<file path="config.mk">
export PLATFORM = sky130hd
export DESIGN_NAME = base90_run_length_grid_decoder_unit_flat
export DESIGN_NICKNAME = d
export VERILOG_FILES = /design/src/design/bgd_pkg.sv /design/src/design/bgd_if.sv /design/src/design/bgd_datapath.sv /design/src/design/bgd_controller.sv /design/src/design/base90_run_length_grid_decoder_unit.sv /design/src/flat_wrapper.sv
export VERILOG_INCLUDE_DIRS = /design/src /design/src/design
export SDC_FILE = /design/constraint.sdc
export NUM_CORES = 2
export LEC_CHECK = 0
export BUFFER_PORTS_ARGS = -buffer_cell sky130_fd_sc_hd__buf_2
export CELL_PAD_IN_SITES_DETAIL_PLACEMENT = 1
export CELL_PAD_IN_SITES_GLOBAL_PLACEMENT = 2
export CORE_ASPECT_RATIO = 0.8
export CORE_MARGIN = 1
export CORE_UTILIZATION = 42
export CTS_BUF_LIST = sky130_fd_sc_hd__clkbuf_8
export DETAILED_ROUTE_END_ITERATION = 10
export GPL_TIMING_DRIVEN = 0
export HOLD_SLACK_MARGIN = 0.06
export PLACE_DENSITY = 0.82
export SYNTH_ARGS = -nofsm -noshare
export SYNTH_HDL_FRONTEND = slang
export SYNTH_SLANG_ARGS = --single-unit
</file>
<file path="constraint.sdc">
create_clock -name clock -period 10.65 [get_ports clock]
set_input_delay 1.065 -clock clock [delete_from_list [all_inputs] [get_ports clock]]
set_output_delay 1.065 -clock clock [all_outputs]
set_load 0.02 [all_outputs]
</file>
<file path="src/design/base90_run_length_grid_decoder_unit_defines.svh">
//------------------------------------------------------------------------------
// Grid decoder assertion macros
// Concurrent checks sampled on clock and disabled during reset.
//------------------------------------------------------------------------------
`ifndef BASE90_RUN_LENGTH_GRID_DECODER_UNIT_DEFINES_SVH
`define BASE90_RUN_LENGTH_GRID_DECODER_UNIT_DEFINES_SVH

// check in the same cycle
`define BGD_ASSERT_NOW(label, ante, cons, msg) \
   label: assert property (@(posedge clock) disable iff (reset) (ante) |-> (cons)) \
      else $error(msg);

// check in the next cycle
`define BGD_ASSERT_NEXT(label, ante, cons, msg) \
   label: assert property (@(posedge clock) disable iff (reset) (ante) |=> (cons)) \
      else $error(msg);

`endif

</file>
<file path="src/design/bgd_pkg.sv">
//------------------------------------------------------------------------------
// Grid decoder package
// Shared constants, register indexes, codes and control types.
//------------------------------------------------------------------------------
package bgd_pkg;

   localparam int MAX_DIGITS_DEF = 20;
   localparam int ROW_BITS_DEF   = 16;

   localparam logic [7:0]  CHAR_LF     = 8'd10;
   localparam logic [7:0]  CHAR_CR     = 8'd13;
   localparam logic [7:0]  CHAR_BANG   = 8'd33;
   localparam logic [7:0]  CHAR_QUOTE  = 8'd34;
   localparam logic [31:0] DIGIT_BIAS  = 32'd37;
   localparam logic [31:0] RADIX       = 32'd90;

   localparam logic [2:0] CSR_DIGITS = 3'd0;
   localparam logic [2:0] CSR_ROWLEN = 3'd1;
   localparam logic [2:0] CSR_SCALE  = 3'd2;
   localparam logic [2:0] CSR_OFFSET = 3'd3;
   localparam logic [2:0] CSR_DUMMY  = 3'd4;

   localparam logic [4:0]  DIGITS_RST = 5'd1;
   localparam logic [15:0] ROWLEN_RST = 16'd1;
   localparam logic [31:0] SCALE_RST  = 32'd65536;
   localparam logic [47:0] OFFSET_RST = 48'd0;
   localparam logic [63:0] DUMMY_RST  = 64'hFF17_2B5A_F000_0000;

   localparam logic [1:0] ERR_NONE = 2'd0;
   localparam logic [1:0] ERR_CUT  = 2'd1;
   localparam logic [1:0] ERR_RUN  = 2'd2;

   typedef enum logic [1:0] {
      PH_TOKEN,
      PH_MARKER,
      PH_COUNT,
      PH_VALUE
   } bgd_phase_type;

   typedef enum logic [1:0] {
      RES_NONE,
      RES_ERR,
      RES_DUMMY,
      RES_SCALED
   } bgd_res_type;

   typedef enum logic [2:0] {
      ST_IDLE,
      ST_STEP,
      ST_MUL,
      ST_SUM,
      ST_EMIT
   } bgd_state_type;

   typedef struct packed {
      logic capture;
      logic step;
      logic mul;
      logic sum;
      logic load_out;
   } bgd_cmd_type;

   typedef struct packed {
      logic has_result;
      logic is_scaled;
      logic out_free;
   } bgd_status_type;

endpackage

</file>
<file path="src/design/bgd_if.sv">
//------------------------------------------------------------------------------
// Grid decoder channels
// Request, response and register write channels with valid/ready.
//------------------------------------------------------------------------------
interface bgd_req_if;
   logic       valid;
   logic       ready;
   logic [7:0] text_byte;

   modport source (output valid, output text_byte, input ready);
   modport sink   (input valid, input text_byte, output ready);
endinterface

interface bgd_rsp_if;
   logic               valid;
   logic               ready;
   logic signed [63:0] grid_value;
   logic [15:0]        run_count;
   logic               is_dummy;
   logic               row_end;
   logic [1:0]         error_code;

   modport source (output valid, output grid_value, output run_count, output is_dummy,
                   output row_end, output error_code, input ready);
   modport sink   (input valid, input grid_value, input run_count, input is_dummy,
                   input row_end, input error_code, output ready);
endinterface

interface bgd_csr_if;
   logic        valid;
   logic        ready;
   logic [2:0]  index;
   logic [63:0] data;

   modport source (output valid, output index, output data, input ready);
   modport sink   (input valid, input index, input data, output ready);
endinterface

</file>
<file path="src/design/bgd_datapath.sv">
//------------------------------------------------------------------------------
// Grid decoder datapath
// Token state, register file, scaling multiplier and response register.
//------------------------------------------------------------------------------
`include "base90_run_length_grid_decoder_unit_defines.svh"

module bgd_datapath #(
   parameter int MAX_DIGITS = bgd_pkg::MAX_DIGITS_DEF,
   parameter int ROW_BITS   = bgd_pkg::ROW_BITS_DEF
) (
   input  logic                    clock,
   input  logic                    reset,
   input  logic [7:0]              text_byte,
   input  bgd_pkg::bgd_cmd_type    cmd,
   output bgd_pkg::bgd_status_type status,
   bgd_csr_if.sink                 csr,
   bgd_rsp_if.source               rsp
);

   localparam logic [31:0] RowMask = 32'((64'd1 << ROW_BITS) - 64'd1);

   logic [4:0]         digits_ff;
   logic [15:0]        rowlen_ff;
   logic signed [31:0] scale_ff;
   logic signed [47:0] offset_ff;
   logic signed [63:0] dummy_ff;

   bgd_pkg::bgd_phase_type phase_ff, phase_in;
   logic [4:0]             dc_ff, dc_in;
   logic [31:0]            acc_ff, acc_in;
   logic [31:0]            pend_ff, pend_in;
   logic                   tdum_ff, tdum_in;
   logic                   brk_ff, brk_in;
   logic [ROW_BITS-1:0]    vir_ff, vir_in;
   logic                   drop_ff, drop_in;

   logic [7:0]           byte_ff;
   bgd_pkg::bgd_res_type res_kind_ff, res_kind;
   logic [1:0]           res_code_ff, res_code;
   logic [15:0]          res_run_ff, res_run;
   logic                 res_end_ff, res_end;
   logic [31:0]          raw_ff;
   logic signed [63:0]   prod_ff;
   logic signed [63:0]   sum_ff;

   logic                 rsp_valid_ff;
   logic signed [63:0]   rsp_value_ff;
   logic [15:0]          rsp_run_ff;
   logic                 rsp_dummy_ff;
   logic                 rsp_end_ff;
   logic [1:0]           rsp_code_ff;

   logic [4:0]          n_eff;
   logic [31:0]         row32;
   logic [ROW_BITS-1:0] rowlen;
   logic [ROW_BITS-1:0] vir_eff;
   logic [ROW_BITS-1:0] left;
   logic [31:0]         acc_next;
   logic [4:0]          dc_next;
   logic                is_eol;
   logic signed [64:0]  prod_full;
   logic signed [64:0]  sum_full;

   always_comb begin
      if (digits_ff == 5'd0) begin
         n_eff = 5'd1;
      end else if (32'(digits_ff) > 32'(MAX_DIGITS)) begin
         n_eff = 5'(MAX_DIGITS);
      end else begin
         n_eff = digits_ff;
      end
      row32   = {16'd0, rowlen_ff} & RowMask;
      rowlen  = (row32[ROW_BITS-1:0] == '0) ? ROW_BITS'(1) : row32[ROW_BITS-1:0];
      vir_eff = (vir_ff >= rowlen) ? '0 : vir_ff;
      left    = rowlen - vir_eff;
      acc_next = 32'(acc_ff * bgd_pkg::RADIX) + (32'(byte_ff) - bgd_pkg::DIGIT_BIAS);
      dc_next  = dc_ff + 5'd1;
      is_eol   = (byte_ff == bgd_pkg::CHAR_LF) || (byte_ff == bgd_pkg::CHAR_CR);
   end

   always_comb begin
      logic [31:0]            run_sel;
      logic [ROW_BITS-1:0]    vir_sum;
      logic                   do_err;
      logic                   do_emit;
      logic [1:0]             err_code;
      bgd_pkg::bgd_phase_type ph_tmp;

      phase_in = phase_ff;
      dc_in    = dc_ff;
      acc_in   = acc_ff;
      pend_in  = pend_ff;
      tdum_in  = tdum_ff;
      brk_in   = brk_ff;
      vir_in   = vir_eff;
      drop_in  = drop_ff;
      res_kind = bgd_pkg::RES_NONE;
      res_code = bgd_pkg::ERR_NONE;
      res_run  = 16'd0;
      res_end  = 1'b0;
      run_sel  = 32'd1;
      vir_sum  = '0;
      do_err   = 1'b0;
      do_emit  = 1'b0;
      err_code = bgd_pkg::ERR_CUT;
      ph_tmp   = phase_ff;

      if (is_eol) begin
         if (drop_ff) begin
            drop_in  = 1'b0;
            phase_in = bgd_pkg::PH_TOKEN;
            dc_in    = 5'd0;
            acc_in   = 32'd0;
            tdum_in  = 1'b0;
            brk_in   = 1'b0;
         end else if (phase_ff == bgd_pkg::PH_TOKEN || phase_ff == bgd_pkg::PH_MARKER) begin
            do_err = (dc_ff != 5'd0);
         end else if (brk_ff) begin
            do_err = 1'b1;
         end else begin
            brk_in  = 1'b1;
            dc_in   = 5'd0;
            acc_in  = 32'd0;
            tdum_in = 1'b0;
         end
      end else if (!drop_ff) begin
         if (dc_ff == 5'd0) begin
            tdum_in = (byte_ff == bgd_pkg::CHAR_BANG);
            if (phase_ff == bgd_pkg::PH_TOKEN && byte_ff == bgd_pkg::CHAR_QUOTE) begin
               ph_tmp = bgd_pkg::PH_MARKER;
            end
         end
         phase_in = ph_tmp;
         acc_in   = acc_next;
         dc_in    = dc_next;
         if (dc_next >= n_eff) begin
            brk_in  = 1'b0;
            dc_in   = 5'd0;
            acc_in  = 32'd0;
            case (ph_tmp)
               bgd_pkg::PH_MARKER: begin
                  phase_in = bgd_pkg::PH_COUNT;
                  tdum_in  = 1'b0;
               end
               bgd_pkg::PH_COUNT: begin
                  pend_in  = acc_next;
                  phase_in = bgd_pkg::PH_VALUE;
                  tdum_in  = 1'b0;
               end
               bgd_pkg::PH_VALUE: begin
                  phase_in = bgd_pkg::PH_TOKEN;
                  run_sel  = pend_ff;
                  if (pend_ff > 32'(left)) begin
                     do_err   = 1'b1;
                     err_code = bgd_pkg::ERR_RUN;
                  end else if (pend_ff == 32'd0) begin
                     tdum_in = 1'b0;
                  end else begin
                     do_emit = 1'b1;
                  end
               end
               default: begin
                  do_emit = 1'b1;
               end
            endcase
         end
      end

      if (do_err) begin
         phase_in = bgd_pkg::PH_TOKEN;
         dc_in    = 5'd0;
         acc_in   = 32'd0;
         tdum_in  = 1'b0;
         pend_in  = 32'd0;
         brk_in   = 1'b0;
         vir_in   = '0;
         drop_in  = (err_code == bgd_pkg::ERR_RUN);
         res_kind = bgd_pkg::RES_ERR;
         res_code = err_code;
      end else if (do_emit) begin
         res_kind = tdum_in ? bgd_pkg::RES_DUMMY : bgd_pkg::RES_SCALED;
         res_run  = run_sel[15:0];
         tdum_in  = 1'b0;
         pend_in  = 32'd0;
         vir_sum  = vir_eff + run_sel[ROW_BITS-1:0];
         vir_in   = vir_sum;
         if (vir_sum >= rowlen) begin
            res_end = 1'b1;
            vir_in  = '0;
            drop_in = 1'b1;
         end
      end
   end

   assign prod_full = $signed({1'b0, raw_ff}) * $signed(scale_ff);
   assign sum_full  = {prod_ff[63], prod_ff} + {{17{offset_ff[47]}}, offset_ff};

   always_ff @(posedge clock) begin
      if (reset) begin
         digits_ff <= bgd_pkg::DIGITS_RST;
         rowlen_ff <= bgd_pkg::ROWLEN_RST;
         scale_ff  <= bgd_pkg::SCALE_RST;
         offset_ff <= bgd_pkg::OFFSET_RST;
         dummy_ff  <= bgd_pkg::DUMMY_RST;
      end else if (csr.valid) begin
         case (csr.index)
            bgd_pkg::CSR_DIGITS: digits_ff <= csr.data[4:0];
            bgd_pkg::CSR_ROWLEN: rowlen_ff <= csr.data[15:0];
            bgd_pkg::CSR_SCALE:  scale_ff  <= csr.data[31:0];
            bgd_pkg::CSR_OFFSET: offset_ff <= csr.data[47:0];
            bgd_pkg::CSR_DUMMY:  dummy_ff  <= csr.data;
            default: begin
            end
         endcase
      end
   end

   always_ff @(posedge clock) begin
      if (reset) begin
         phase_ff <= bgd_pkg::PH_TOKEN;
         dc_ff    <= 5'd0;
         acc_ff   <= 32'd0;
         pend_ff  <= 32'd0;
         tdum_ff  <= 1'b0;
         brk_ff   <= 1'b0;
         vir_ff   <= '0;
         drop_ff  <= 1'b0;
      end else if (cmd.step) begin
         phase_ff <= phase_in;
         dc_ff    <= dc_in;
         acc_ff   <= acc_in;
         pend_ff  <= pend_in;
         tdum_ff  <= tdum_in;
         brk_ff   <= brk_in;
         vir_ff   <= vir_in;
         drop_ff  <= drop_in;
      end
   end

   always_ff @(posedge clock) begin
      if (cmd.capture) begin
         byte_ff <= text_byte;
      end
      if (cmd.step) begin
         res_kind_ff <= res_kind;
         res_code_ff <= res_code;
         res_run_ff  <= res_run;
         res_end_ff  <= res_end;
         raw_ff      <= acc_next;
      end
      if (cmd.mul) begin
         prod_ff <= prod_full[63:0];
      end
      if (cmd.sum) begin
         if (sum_full[64] != sum_full[63]) begin
            sum_ff <= sum_full[64] ? {1'b1, 63'd0} : {1'b0, {63{1'b1}}};
         end else begin
            sum_ff <= sum_full[63:0];
         end
      end
   end

   always_ff @(posedge clock) begin
      if (reset) begin
         rsp_valid_ff <= 1'b0;
      end else if (cmd.load_out) begin
         rsp_valid_ff <= 1'b1;
      end else if (rsp.ready) begin
         rsp_valid_ff <= 1'b0;
      end
   end

   always_ff @(posedge clock) begin
      if (cmd.load_out) begin
         case (res_kind_ff)
            bgd_pkg::RES_DUMMY:  rsp_value_ff <= dummy_ff;
            bgd_pkg::RES_SCALED: rsp_value_ff <= sum_ff;
            default:             rsp_value_ff <= 64'sd0;
         endcase
         rsp_run_ff   <= res_run_ff;
         rsp_dummy_ff <= (res_kind_ff == bgd_pkg::RES_DUMMY);
         rsp_end_ff   <= res_end_ff;
         rsp_code_ff  <= res_code_ff;
      end
   end

   assign status.has_result = (res_kind != bgd_pkg::RES_NONE);
   assign status.is_scaled  = (res_kind == bgd_pkg::RES_SCALED);
   assign status.out_free   = !rsp_valid_ff || rsp.ready;

   assign csr.ready      = 1'b1;
   assign rsp.valid      = rsp_valid_ff;
   assign rsp.grid_value = rsp_value_ff;
   assign rsp.run_count  = rsp_run_ff;
   assign rsp.is_dummy   = rsp_dummy_ff;
   assign rsp.row_end    = rsp_end_ff;
   assign rsp.error_code = rsp_code_ff;

   `BGD_ASSERT_NOW(a_err_empty,
                   rsp_valid_ff && rsp_code_ff != bgd_pkg::ERR_NONE,
                   rsp_run_ff == 16'd0 && !rsp_end_ff && !rsp_dummy_ff,
                   "error response carries payload")
   `BGD_ASSERT_NOW(a_ok_run,
                   rsp_valid_ff && rsp_code_ff == bgd_pkg::ERR_NONE,
                   rsp_run_ff != 16'd0,
                   "good response with zero run")
   `BGD_ASSERT_NEXT(a_rsp_hold,
                    rsp_valid_ff && !rsp.ready,
                    rsp_valid_ff,
                    "stalled response dropped")

endmodule

</file>
<file path="src/design/bgd_controller.sv">
//------------------------------------------------------------------------------
// Grid decoder controller
// Sequences capture, token step, multiply, offset add and response load.
//------------------------------------------------------------------------------
`include "base90_run_length_grid_decoder_unit_defines.svh"

module bgd_controller (
   input  logic                    clock,
   input  logic                    reset,
   input  logic                    req_valid,
   output logic                    req_ready,
   input  bgd_pkg::bgd_status_type status,
   output bgd_pkg::bgd_cmd_type    cmd
);

   bgd_pkg::bgd_state_type state_ff, state_in;

   always_ff @(posedge clock) begin
      if (reset) begin
         state_ff <= bgd_pkg::ST_IDLE;
      end else begin
         state_ff <= state_in;
      end
   end

   always_comb begin
      state_in = state_ff;
      case (state_ff)
         bgd_pkg::ST_IDLE: begin
            if (req_valid) begin
               state_in = bgd_pkg::ST_STEP;
            end
         end
         bgd_pkg::ST_STEP: begin
            if (!status.has_result) begin
               state_in = bgd_pkg::ST_IDLE;
            end else if (status.is_scaled) begin
               state_in = bgd_pkg::ST_MUL;
            end else begin
               state_in = bgd_pkg::ST_EMIT;
            end
         end
         bgd_pkg::ST_MUL: state_in = bgd_pkg::ST_SUM;
         bgd_pkg::ST_SUM: state_in = bgd_pkg::ST_EMIT;
         bgd_pkg::ST_EMIT: begin
            if (status.out_free) begin
               state_in = bgd_pkg::ST_IDLE;
            end
         end
         default: state_in = bgd_pkg::ST_IDLE;
      endcase
   end

   always_comb begin
      req_ready    = 1'b0;
      cmd.capture  = 1'b0;
      cmd.step     = 1'b0;
      cmd.mul      = 1'b0;
      cmd.sum      = 1'b0;
      cmd.load_out = 1'b0;
      case (state_ff)
         bgd_pkg::ST_IDLE: begin
            req_ready   = 1'b1;
            cmd.capture = req_valid;
         end
         bgd_pkg::ST_STEP: cmd.step = 1'b1;
         bgd_pkg::ST_MUL:  cmd.mul  = 1'b1;
         bgd_pkg::ST_SUM:  cmd.sum  = 1'b1;
         bgd_pkg::ST_EMIT: cmd.load_out = status.out_free;
         default: begin
         end
      endcase
   end

   `BGD_ASSERT_NEXT(a_accept_step, req_valid && req_ready, state_ff == bgd_pkg::ST_STEP, "accepted request did not start a step")
   `BGD_ASSERT_NEXT(a_mul_sum, state_ff == bgd_pkg::ST_MUL, state_ff == bgd_pkg::ST_SUM, "multiply not followed by offset add")
   `BGD_ASSERT_NEXT(a_emit_idle, cmd.load_out, state_ff == bgd_pkg::ST_IDLE && !req_valid || state_ff == bgd_pkg::ST_IDLE, "response load did not return to idle")

endmodule

</file>
<file path="src/design/base90_run_length_grid_decoder_unit.sv">
// Sequence: a text byte that yields no result is accepted, then stepped.
// A dummy or error result is loaded into the response register after the step;
// a scaled value first passes through the 33x32 multiplier and the add.
// A byte is taken only when the last is done; a load waits for a free output.
// Reset: synchronous; clears token state, row position and registers to defaults.
//------------------------------------------------------------------------------
// Base-90 run-length grid decoder
// Decodes compressed grid text into scaled, run-length values per row.
//------------------------------------------------------------------------------
module base90_run_length_grid_decoder_unit #(
   parameter int MAX_DIGITS = bgd_pkg::MAX_DIGITS_DEF,
   parameter int ROW_BITS   = bgd_pkg::ROW_BITS_DEF
) (
   input logic       clock,
   input logic       reset,
   bgd_req_if.sink   req_if,
   bgd_rsp_if.source rsp_if,
   bgd_csr_if.sink   csr_if
);

   bgd_pkg::bgd_cmd_type    cmd;
   bgd_pkg::bgd_status_type status;
   logic                    ctl_req_ready;

   bgd_controller u_ctl (
      .clock     (clock),
      .reset     (reset),
      .req_valid (req_if.valid),
      .req_ready (ctl_req_ready),
      .status    (status),
      .cmd       (cmd)
   );

   bgd_datapath #(
      .MAX_DIGITS (MAX_DIGITS),
      .ROW_BITS   (ROW_BITS)
   ) u_dp (
      .clock     (clock),
      .reset     (reset),
      .text_byte (req_if.text_byte),
      .cmd       (cmd),
      .status    (status),
      .csr       (csr_if),
      .rsp       (rsp_if)
   );

   assign req_if.ready = ctl_req_ready;

endmodule
</file>
<file path="src/flat_wrapper.sv">
// flat-port wrapper written by rule: the top's interface ports become plain ports
module base90_run_length_grid_decoder_unit_flat 
#(
   parameter int MAX_DIGITS = bgd_pkg::MAX_DIGITS_DEF,
   parameter int ROW_BITS   = bgd_pkg::ROW_BITS_DEF
)
  (clock, reset, req_if_valid, req_if_text_byte, req_if_ready, rsp_if_valid, rsp_if_grid_value, rsp_if_run_count, rsp_if_is_dummy, rsp_if_row_end, rsp_if_error_code, rsp_if_ready, csr_if_valid, csr_if_index, csr_if_data, csr_if_ready);
  bgd_req_if req_if_i ();
  bgd_rsp_if rsp_if_i ();
  bgd_csr_if csr_if_i ();
  input logic clock;
  input logic reset;
  input wire logic [$bits(req_if_i.valid)-1:0] req_if_valid;
  input wire logic [$bits(req_if_i.text_byte)-1:0] req_if_text_byte;
  output wire logic [$bits(req_if_i.ready)-1:0] req_if_ready;
  output wire logic [$bits(rsp_if_i.valid)-1:0] rsp_if_valid;
  output wire logic [$bits(rsp_if_i.grid_value)-1:0] rsp_if_grid_value;
  output wire logic [$bits(rsp_if_i.run_count)-1:0] rsp_if_run_count;
  output wire logic [$bits(rsp_if_i.is_dummy)-1:0] rsp_if_is_dummy;
  output wire logic [$bits(rsp_if_i.row_end)-1:0] rsp_if_row_end;
  output wire logic [$bits(rsp_if_i.error_code)-1:0] rsp_if_error_code;
  input wire logic [$bits(rsp_if_i.ready)-1:0] rsp_if_ready;
  input wire logic [$bits(csr_if_i.valid)-1:0] csr_if_valid;
  input wire logic [$bits(csr_if_i.index)-1:0] csr_if_index;
  input wire logic [$bits(csr_if_i.data)-1:0] csr_if_data;
  output wire logic [$bits(csr_if_i.ready)-1:0] csr_if_ready;
  assign req_if_i.valid = req_if_valid;
  assign req_if_i.text_byte = req_if_text_byte;
  assign req_if_ready = req_if_i.ready;
  assign rsp_if_valid = rsp_if_i.valid;
  assign rsp_if_grid_value = rsp_if_i.grid_value;
  assign rsp_if_run_count = rsp_if_i.run_count;
  assign rsp_if_is_dummy = rsp_if_i.is_dummy;
  assign rsp_if_row_end = rsp_if_i.row_end;
  assign rsp_if_error_code = rsp_if_i.error_code;
  assign rsp_if_i.ready = rsp_if_ready;
  assign csr_if_i.valid = csr_if_valid;
  assign csr_if_i.index = csr_if_index;
  assign csr_if_i.data = csr_if_data;
  assign csr_if_ready = csr_if_i.ready;
  base90_run_length_grid_decoder_unit #(.MAX_DIGITS(MAX_DIGITS), .ROW_BITS(ROW_BITS)) u_core (.clock(clock), .reset(reset), .req_if(req_if_i), .rsp_if(rsp_if_i), .csr_if(csr_if_i));
endmodule
</file>
==> impl_metrics.yaml <==
outcome:
  outcome: "finished clean"
synth:
  syn_nets: 8513
  yosys_warnings: 0
  ys_types: 93
  synth_top_area_share_pct: 30.1
  syn_area_sq_mm: 0.0634
  synth_area_leaders: "fa_1, edfxtp_1, ha_1"
  synth_area_leader_cell: "fa_1"
  syn_inst: 6948
  yosys_most_used_dff: "edfxtp_1"
  synth_edf_count: 273
  syn_avg_cell_area_sq_um: 9.12
  ys_seq_area_share_pct: 21.1
  synth-async-reset-ratio_pct: 0
  synth-seq-cells: 531
layout:
  final_cell_mix: "nand2_1, inv_1, fa_1, ha_1, a21oi_1"
  nets: 8773
  drive_gt1_share_pct: 5.00
  area_growth_pct: 8.31
  final_common_cell: "nand2_1"
global_route:
  antenna_found_initial: 30
  grt_pass1_vias: 53700
  grt_max_degree: 64
  grt_pass1_wl_microns: 355000
  grt_overflow: 0
  grtUsageTotal_pct: 31.5
worst_setup_path:
  worstRegToRegCells: 28
  critPathKind: "flip-flop to flip-flop"
  timing.rr.start: "u_core.u_dp.scale_ff[17]$_SDFFE_PP0P_"
  cpMaxStageDelayCell: "clkbuf_1"
  slowest_delay_ns: 0.96
  arrival_ns: 10.69
  r2r_slack_ns: 0.41
  crit_start: "u_core.u_dp.scale_ff[17]$_SDFFE_PP0P_"
  cp_common_cell: "fa_1"
  cp_top_family: "adder cells"
  critPathCapture: "u_core.u_dp.prod_ff[60]$_DFFE_PP_"
  endpoint_kind: "flip-flop"
  path_max_fanout: 10
  path_depth: 28
  worstSetupStartpointType: "flip-flop"
  r2r_end: "u_core.u_dp.prod_ff[60]$_DFFE_PP_"
  crit_required_ns: 11.10
  cp_num_buf_inv: 8
clock_network:
  hold_buffers: 0
  clk_pin_slew_ns: 0.07
  cts_max_level: 3
  postCtsSetupBuffers: 0
  cts_made_buffers: 83
  clkLatencyLatePin_ns: 0.75
  cts_tree: "done"
  clk_path_buf_depth: 3
  clock-sinks: 531
  clock-root-buffer: "clkbuf_8"
  cts_resized: 0
placement:
  dp_hpwl_microns: 198000
  io_buffers: 165
  routabilityCongestion: 0.980
power:
  p_total_mw: 7.39
  vdd_ir_drop_max_mv: 0.0905
  cellLeakagePower_nw: 31.3
  powerDensity_mw_per_mm2: 108
floorplanning:
  initial_core_util_pct: 42.3
  pin_count: 167
  chipWidth_microns: 436
  die_h_microns: 349
  coreArea_sq_mm: 0.150
  die_area_sq_mm: 0.152
  fp-row-count: 127
routing:
  routed-wl-met2_microns: 103000
  wl_met1_microns: 110000
  via_per_inst: 5.53
  vias: 51400
  highest_layer: "met5"
  dr.first_iter.drc_count: 4077
  drc_errors: 0
  routedWlPerCell_microns: 25.7
  route.met3.wl_microns: 19100
  ant_nets: 0
  dr.pass1.iters: 5
  drt_wl_total_microns: 239000
min_path:
  hold_path.class: "flip-flop to flip-flop"
  worstHoldStart: "u_core.u_dp.res_run_ff[5]$_SDFFCE_PP0P_"
sta:
  hold_ws_ns: 0.425
  max_freq_mhz: 97.7
  setup_viol: 0
  rsz0062_at_grt: "false"
  fin_setup_tns_ns: 0
  fin_skew_ns: 0.0446
  finalHoldViolCount: 0
  max_slew_margin_pct: 2.42
  fin_crit_sh_pct: 96.2
  maxSlewViolCount: 0
  min_period_ns: 10.24
  worstMarginPinSlew_ns: 1.46
run:
  max_cap_violations: 0
-- cells by family after synthesis --
logic type / count (synthesis) / synth area share, %
xor gates and xnor gates: 207 / 2.88
other: 1 / 0.00592
muxes: 74 / 1.17
and+or+nand+nor: 2217 / 15.8
buffers and inverters: 1443 / 8.64
adders and majority gates: 1490 / 40.7
DFF: 531 / 21.1
AOI/OAI and AO/OA: 985 / 9.68
-- registers in the layout, summed over array words and instances (netlist names), 3 cells and up --
name / flops
u_core.u_dp.offset_ff: 48
u_core.u_dp.prod_ff: 64
u_core.u_ctl.state_ff: 3
u_core.u_dp.pend_ff: 32
u_core.u_dp.rowlen_ff: 16
u_core.u_dp.acc_ff: 31
u_core.u_dp.vir_ff: 16
u_core.u_dp.raw_ff: 32
u_core.u_dp.dc_ff: 5
u_core.u_dp.digits_ff: 5
u_core.u_dp.rsp.run_count: 16
u_core.u_dp.scale_ff: 32
u_core.u_dp.res_run_ff: 16
u_core.u_dp.sum_ff: 64
u_core.u_dp.byte_ff: 8
u_core.u_dp.rsp.grid_value: 64
u_core.u_dp.dummy_ff: 64
-- cells in the mapped netlist, types with 71 or more instances --
cell type and n:
nand2_1 1300, inv_1 1078, fa_1 952, ha_1 533
a21oi_1 436, clkbuf_1 336, and2_1 280, edfxtp_1 273
dfxtp_1 258, nor2_1 179, o21ai_0 145, a21o_1 129
xnor2_1 127, nand3_1 109, nor2b_1 93, xor2_1 79
mux2i_1 71
-- final cells by class --
cell class              count  area, sq um
well taps                1999         2500
inverters                1078         4050
diodes                     11         27.5
repair buffers            175          975
clock inverters            58          405
plain buffers             365         1430
multi-input cells        4974        44600
fillers                 17500        81200
clock buffers              97         1340
flip-flops and latches    531        13400
-- metrics by stage --
stage          utilization (%)  setup WS [ns]  instances  area (sq um)
4_1_cts                   45.8          0.471       9277         68600
5_1_grt                   45.8         0.0715       9279         68600
6_report                  45.8          0.410       9288         68600
3_5_place_dp              44.6          0.560       9122         66900
2_1_floorplan                -           2.91       6948         63400
3_3_place_gp              44.5          0.603       9112         66700
-- routing by layer --
metal / track usage (%) / vias up
met3: 6.04 / 319
met2: 47.5 / 1672
met5: 0 / -
met4: 8.81 / 4
li1: - / 22600
met1: 45.8 / 26700
-- how the worst min path moves through the flow --
stage | end | depth (start not counted)
after CTS | u_core.u_dp.rsp.run_count[15]$_DFFE_PP_ | 0
after detailed placement | u_core.u_dp.rsp.run_count[3]$_DFFE_PP_ | 0
after global routing | u_core.u_dp.rsp.run_count[15]$_DFFE_PP_ | 0
final | u_core.u_dp.rsp.run_count[5]$_DFFE_PP_ | 0
after floorplan | u_core.u_dp.rsp.error_code[0]$_DFFE_PP_ | 0
after global placement | u_core.u_dp.rsp.run_count[8]$_DFFE_PP_ | 0
-- report_power, final --
part           internal, mW  leakage, nW  switching, mW  total (mW)
Sequential             2.33         4.61          0.143        2.48
Clock                 0.979         1.02          0.888        1.87
Combinational         0.969         25.7           2.08        3.05
Total                  4.28         31.3           3.11        7.39
No activity file was read; power rests on OpenSTA's default activity.
